==> config.mk <==
export PLATFORM = sky130hd
export DESIGN_NAME = tsp_ctrl
export DESIGN_NICKNAME = d
export VERILOG_FILES = /design/src/rtl/core/tsp_pkg.sv /design/src/rtl/core/tsp_ctrl.sv
export VERILOG_INCLUDE_DIRS = /design/src /design/src/rtl/core
export SDC_FILE = /design/constraint.sdc
export NUM_CORES = 1
export LEC_CHECK = 0
export BUFFER_PORTS_ARGS = -buffer_cell sky130_fd_sc_hd__clkbuf_2
export CORE_AREA = 2 2 39 41
export DETAILED_ROUTE_END_ITERATION = 16
export DIE_AREA = 0 0 41 43
export SYNTH_ARGS = -nofsm -noshare
export SYNTH_HDL_FRONTEND = slang
export SYNTH_SLANG_ARGS = --single-unit
==> constraint.sdc <==
create_clock -name aclk -period 1.2 [get_ports aclk]
set_input_delay 0.06 -clock aclk [delete_from_list [all_inputs] [get_ports aclk]]
set_output_delay 0.06 -clock aclk [all_outputs]
set_load 0.005 [all_outputs]
==> src/rtl/core/textured_span_pixel_generator_unit_defines.svh <==
// assertion macros shared by the span engine modules
`ifndef TEXTURED_SPAN_PIXEL_GENERATOR_UNIT_DEFINES_SVH
`define TEXTURED_SPAN_PIXEL_GENERATOR_UNIT_DEFINES_SVH

// same-cycle implication, checked out of reset
`define TSP_ASSERT_NOW(label, clk, rstn, ante, cons, msg) \
    label: assert property (@(posedge clk) disable iff (!(rstn)) (ante) |-> (cons)) \
        else $error(msg);

// next-cycle implication, checked out of reset
`define TSP_ASSERT_NEXT(label, clk, rstn, ante, cons, msg) \
    label: assert property (@(posedge clk) disable iff (!(rstn)) (ante) |=> (cons)) \
        else $error(msg);

`endif

==> src/rtl/core/tsp_pkg.sv <==
// shared constants, codes and control types of the span engine
package tsp_pkg;

    localparam int MAX_TEX_WIDTH_DEF = 64;
    localparam int MAX_SPAN_DEF      = 64;
    localparam int SHADE_LEVELS      = 32;
    localparam int LEVEL_W           = 5;
    localparam int LEVEL_LSB         = 10;
    localparam int COLOUR_W          = 8;
    localparam int SHADE_AW          = LEVEL_W + COLOUR_W;
    localparam int SHADE_DEPTH       = SHADE_LEVELS * 256;
    localparam int FRAC_W            = 10;
    localparam int LW_W              = 4;
    localparam int SH_W              = 5;

    localparam int FUNC_W     = 2;
    localparam int CFG_IDX_W  = 2;
    localparam int CFG_DATA_W = 3;
    localparam int TEXW_W     = 3;

    localparam int MEM_ADDR_W = 13;
    localparam int COORD_W    = 16;
    localparam int LIGHT_W    = 16;
    localparam int COUNT_W    = 7;

    localparam int S_TDATA_W  = 128;
    localparam int M_TDATA_W  = 8;
    localparam int M_TUSER_W  = 1;

    localparam int MEM_ADDR_LSB    = 0;
    localparam int MEM_DATA_LSB    = 13;
    localparam int U_START_LSB     = 21;
    localparam int V_START_LSB     = 37;
    localparam int U_STEP_LSB      = 53;
    localparam int V_STEP_LSB      = 69;
    localparam int LIGHT_START_LSB = 85;
    localparam int LIGHT_STEP_LSB  = 101;
    localparam int COUNT_LSB       = 117;

    localparam logic [FUNC_W-1:0] FUNC_LOAD_TEX   = 2'd0;
    localparam logic [FUNC_W-1:0] FUNC_LOAD_SHADE = 2'd1;
    localparam logic [FUNC_W-1:0] FUNC_SPAN       = 2'd2;

    localparam logic [CFG_IDX_W-1:0] CFG_TEX_WIDTH_LOG2 = 2'd0;
    localparam logic [CFG_IDX_W-1:0] CFG_LOW_RES_MODE   = 2'd1;
    localparam logic [CFG_IDX_W-1:0] CFG_SHADING_ENABLE = 2'd2;

    localparam logic [TEXW_W-1:0]   TEX_WIDTH_LOG2_RST = 3'd6;
    localparam logic [COLOUR_W-1:0] TRANSPARENT_MIN    = 8'd254;

    typedef enum logic [2:0] {
        ST_IDLE,
        ST_STEP,
        ST_FETCH,
        ST_SHADE,
        ST_EMIT
    } tsp_state_t;

    typedef struct packed {
        logic wr_tex;
        logic wr_shade;
        logic load_span;
        logic step;
        logic emit;
    } tsp_cmd_t;

    typedef struct packed {
        logic count_zero;
        logic last_pixel;
        logic out_free;
    } tsp_status_t;

endpackage

==> src/rtl/core/tsp_ctrl.sv <==
// span engine controller state machine
`include "textured_span_pixel_generator_unit_defines.svh"

module tsp_ctrl (
    input  logic                        aclk,
    input  logic                        aresetn,
    input  logic                        s_tvalid,
    output logic                        s_tready,
    input  logic [tsp_pkg::FUNC_W-1:0]  func,
    input  tsp_pkg::tsp_status_t        status,
    output tsp_pkg::tsp_cmd_t           cmd
);

    import tsp_pkg::*;

    tsp_state_t state_reg;
    tsp_state_t state_next;

    always_ff @(posedge aclk) begin
        if (!aresetn) begin
            state_reg <= ST_IDLE;
        end else begin
            state_reg <= state_next;
        end
    end

    always_comb begin
        state_next = state_reg;
        cmd        = '0;
        s_tready   = 1'b0;
        unique case (state_reg)
            ST_IDLE: begin
                s_tready = 1'b1;
                if (s_tvalid) begin
                    unique case (func)
                        FUNC_LOAD_TEX:   cmd.wr_tex = 1'b1;
                        FUNC_LOAD_SHADE: cmd.wr_shade = 1'b1;
                        FUNC_SPAN: begin
                            cmd.load_span = 1'b1;
                            if (!status.count_zero) begin
                                state_next = ST_STEP;
                            end
                        end
                        default: ;
                    endcase
                end
            end
            ST_STEP: begin
                cmd.step   = 1'b1;
                state_next = ST_FETCH;
            end
            ST_FETCH: state_next = ST_SHADE;
            ST_SHADE: state_next = ST_EMIT;
            ST_EMIT: begin
                if (status.out_free) begin
                    cmd.emit = 1'b1;
                    if (status.last_pixel) begin
                        state_next = ST_IDLE;
                    end else begin
                        cmd.step   = 1'b1;
                        state_next = ST_FETCH;
                    end
                end
            end
            default: state_next = ST_IDLE;
        endcase
    end

    `TSP_ASSERT_NEXT(a_last_pixel_to_idle, aclk, aresetn, cmd.emit && status.last_pixel, state_reg == ST_IDLE, "span did not end after its last item")
    `TSP_ASSERT_NEXT(a_span_starts, aclk, aresetn, cmd.load_span && !status.count_zero, state_reg == ST_STEP, "span with pixels did not start")
    `TSP_ASSERT_NOW(a_load_on_accept, aclk, aresetn, cmd.wr_tex || cmd.wr_shade || cmd.load_span, s_tvalid && s_tready, "store or span load without an accepted item")

endmodule

### Word-level counts from Yosys, hierarchy flattened

Cells that the tools add are included.

* output and inout port bits: 6
* bits of input ports: 8
* flip-flop bits (word level): 3
* logic and storage cells: 30

* muxes and demuxes: 16
* reductions and logical operators: 3
* equality and inequality tests: 10

Operators with widths (count)
* 3-bit 2-to-1 mux: 6
* 3-bit case mux with 5 select lines: 1
* 3-bit by 2-bit equality test with 1-bit output (second input constant): 2
* 1-bit 2-to-1 mux: 6
* 2-bit != test (second input constant): 3
* 2-bit 2-to-1 mux: 2
* 4-bit AND reduction: 1
* 3-bit by 1-bit equality test with 1-bit output (second input constant): 1
* 3-bit equality test (second input constant): 1
* 3-bit zero test: 1
* 2-bit by 1-bit equality test with 1-bit output (second input constant): 1
* 2-bit equality test (second input constant): 1
* 2-bit zero test: 1
* 2-bit by 1-bit != test with 1-bit output (second input constant): 1
* 1-bit case mux with 2 select lines: 1

### Depth between registers and ports, before layout

* depth in word-level cells: 4
* mapped depth: 2
* mapped depth without buffers: 2

### Worst setup path before layout

No wires, ideal clock.

* path type: flip-flop to flip-flop
* from: register state_reg[0]
* to: register state_reg[2]
* required time: 1.130 ns
* library setup time: 0.070 ns
* arrival: 0.956 ns
* clock period less this slack: 1.025 ns
* path slack: 0.175 ns
* cell stages (with the launch flop): 3
* buffers on the path: 0
* cell sequence: dfxtp_1 -> or4b_1 -> a21boi_1

* word-level cells in the longest chain between the ends: 3
* elaborated cells on any way between the ends: 11
* classes of those cells: eq/ne: 8; mux: 1; reduce/logical: 2

RTL lines
* from (decl): line tsp_ctrl.sv:16 `tsp_state_t state_reg;`
* from (signal assigned): line tsp_ctrl.sv:23 `state_reg <= state_next;`
* 3-bit equality test or 3-bit zero test (tied branches): line tsp_ctrl.sv:31 `unique case (state_reg)`
* 2-bit != test (no line) or 2-bit by 1-bit != test with 1-bit output (tied branches)
* 4-bit AND reduction (no line)

Several ways; a longest one is shown, not always the timed one.
A chain may end at the register's enable or synchronous reset.

==> run summary <==
The core area came out at 1380 sq um. The placed standard-cell area came out at 300 sq um. The final clock skew came out at 9.00 ps. The number of setup violations in the final report came out at 1.

The Yosys step of the flow raised 0 warnings. The run finished, with violations left. The die height is 43 um. The area overhead of the layout relative to synthesis is 76.2%.

The post-layout minimum cycle time is 1210 ps. STA classifies the critical path startpoint as a flop. TritonCTS built the clock tree. Leaving out fill and tap cells, the most frequent cell in the layout is clkbuf_2. The cell count of the worst reg-to-reg path came out at 2. The net count of the mapped netlist came out at 29. The worst path arrival time is 1150 ps. The synthesized design contains 3 register bits. The clock transition at the registers of the reported paths is 40 ps. The unique cell type count in the Yosys netlist is 16. In this run the number of H-tree levels came out at 1. The data required time of the critical path is 1140 ps.

The checks that failed: setup timing. The wire length of the first global-routing pass is 917 um. Measured against its own limit, the worst slew margin works out to 82.4%. The worst hold path class is input port to flop. The iteration-0 DRC count of the detailed router came out at 4. Summing all non-filler instances in the final layout gives an area of 379 sq um. Setup repair after global routing could not meet its margin everywhere.

In the finished design, the share of the clock period the worst path needs comes to 100%. Across the whole layout, storage elements account for 71.3 sq um. The measured slew at the worst slew-check pin is 261 ps. Entering global routing, the biggest net connects 10 pins. After the flow finishes, the layout carries non-filler instances totaling 58. The fraction of the yosys area taken by sequential cells is 27.9%. After filler insertion, the fill cell instance count of the layout stands at 150. In the layout the commonest cells are clkbuf_2 (12), buf_4 (4), clkbuf_4 (3), dfxtp_4 (3). The total of hold buffers inserted after clock tree synthesis is 0. The via count of the routed design came out at 261. The total detailed-routing wirelength came out at 595 um.

The total power divided by cell area came out at 921 nW/um^2. The mean cell area of the mapped netlist is 10.2 sq um. The max-slew violation count is 0. The maximum buffer depth of the clock tree is 2.

The number of antenna diodes in the final layout is 0. The slack of the critical path is -5.18 ps. The number of standard-cell rows in the floorplan came out at 14. In this run the worst path has a maximum fanout of 8. The average wire per cell in the routed design came out at 10.3 um. The maximum clock frequency came out at 0.830 GHz.

The instance count after placement with tap cells included is 50. The count of buffers from port buffering is 13. The share of final-layout standard cells stronger than drive strength 1 is 61.9%. The die outline area is 1760 sq um. The clock insertion delay at the later pin of the skew report is 240 ps. Among all stages on the critical path, the largest delay is contributed by dfxtp_4. The first detailed-routing pass took 2 iterations. The die is 41 um wide. The number of flip-flops under the largest register name came out at 3.

During I/O placement, the number of pins put on the boundary was 14. The number of global-route vias before repair is 236. Max-cap violations in this run came to 0.

Traced cell by cell, the critical path runs through nor3_4, and4bb_2, clkbuf_2. The global route total overflow is 0. The area of the multi-input gates came out at 166 sq um. The number of buffers created by CTS came out at 3. The total power consumption of the routed design is 0.349 mW. The starting density of the core is 15.6%. The number of antenna violations at the first check in global routing came out at 0. The worst voltage drop across the vdd grid came out at 0.293 mV.

The worst-case register-to-register setup slack is 110 ps. The post-route DRC violation count is 0. The routability congestion estimate came out at 0.710. The worst hold path stage count came out at 2. For hold timing, the worst endpoint is state_reg[1]$_SDFFE_PN0P_. The summed instance area of the synthesized netlist is 215 sq um. The endpoint identified for the worst register-to-register timing path is state_reg[2]$_SDFFE_PN0P_.

The antenna violation net count after detailed routing is 0. The startpoint of the lowest-slack hold path is aresetn. The worst setup path is captured at an output pin.

The critical path in this run is classified as flop to output pin. The final count of hold timing violations is 0. Across every metal layer, demand over resource in global routing totals 8.32%. In the routed layout, each cell is associated on average with a via count of 4.50. The number of nets at the end of the flow came out at 51. Synthesis produced 21 cells.

The cell chosen for the clock root is clkbuf_4. The maximum single-stage delay on the critical path is 360 ps. The number of sinks handled by clock tree synthesis is 3. The startpoint identified for the worst register-to-register timing path is state_reg[0]$_SDFFE_PN0P_. For this design the static power due to leakage is 0.188 nW.
cells in the mapped netlist:
master,count,area share (%)
nor3_1,1,2.3
nor2_1,1,1.7
o21ai_0,1,2.3
nand4bb_1,1,5.2
a21boi_1,1,3.5
and2b_1,1,3.5
dfxtp_1,3,28
or4b_1,1,4.7
and4bb_2,2,12
a21oi_1,1,2.3
o311a_1,1,4.7
or2b_1,1,3.5
nand3b_1,1,3.5
o211a_1,1,4.7
and4b_1,2,9.3
nor4bb_1,2,9.3
worst max path at each step:
stage / startpoint / end / cells after the start
after floorplan: state_reg[0]$_SDFFE_PN0P_ / state_reg[2]$_SDFFE_PN0P_ / 2
after global placement: state_reg[0]$_SDFFE_PN0P_ / cmd[4] / 3
after detailed placement: state_reg[0]$_SDFFE_PN0P_ / cmd[4] / 3
after CTS: state_reg[1]$_SDFFE_PN0P_ / cmd[4] / 3
after global routing: state_reg[2]$_SDFFE_PN0P_ / cmd[4] / 3
final: state_reg[2]$_SDFFE_PN0P_ / cmd[4] / 3
report_power, final:
group	switching [mW]	total (mW)	internal, mW	leakage, nW
logic	0.0208	0.0566	0.0358	0.146
registers	0.00553	0.104	0.0988	0.0266
clock network	0.0630	0.188	0.125	0.0150
total	0.0894	0.349	0.260	0.188
layer usage:
layer / track usage (%) / vias up / wire length [um]
met5: 0 / - / 0
met4: 12.0 / 0 / 27
met3: 0 / 2 / 28
met2: 11.6 / 9 / 303
met1: 8.97 / 118 / 237
li1: - / 132 / -
kinds of logic after synthesis:
family,synth area share [%]
DFF,27.9
and+or+nand+nor,54.6
AOI/OAI and AO/OA,17.4
area by class of cell:
class	count	share of cell area, %
clock buffer	4	6.93
timing repair buffer	17	25.1
multi-input combinational	18	43.9
tap	16	5.28
sequential	3	18.8
per-stage QoR:
| step | TNS (ps) | setup WS, ps | hold WS (ps) | utilization, % |
|---|---|---|---|---|
| finish | -5.18 | -5.18 | 72.7 | 27.4 |
| global route | -156 | -69.4 | 74.9 | 27.4 |
| CTS | -15.7 | -12.7 | 59.4 | 26.9 |
| detailed placement | 0 | 68.3 | 324 | 21.7 |
| global placement | 0 | 71.9 | 317 | 21.7 |
| floorplan | 0 | 175 | 191 | - |
worst max-delay path: cells and delay by family, from the launching register on:
family / cells / cell delay, ps
buf+inv: 1 / 100
simple gates: 2 / 440
flops: 1 / 360
repair_timing:
action                                  CTS  global route
setup buffers                             3             1
gates resized for setup                   8             1
endpoints found under the setup margin    5             4
pin swaps                                 3             2
Note: power is estimated with default switching activity, not from simulation.
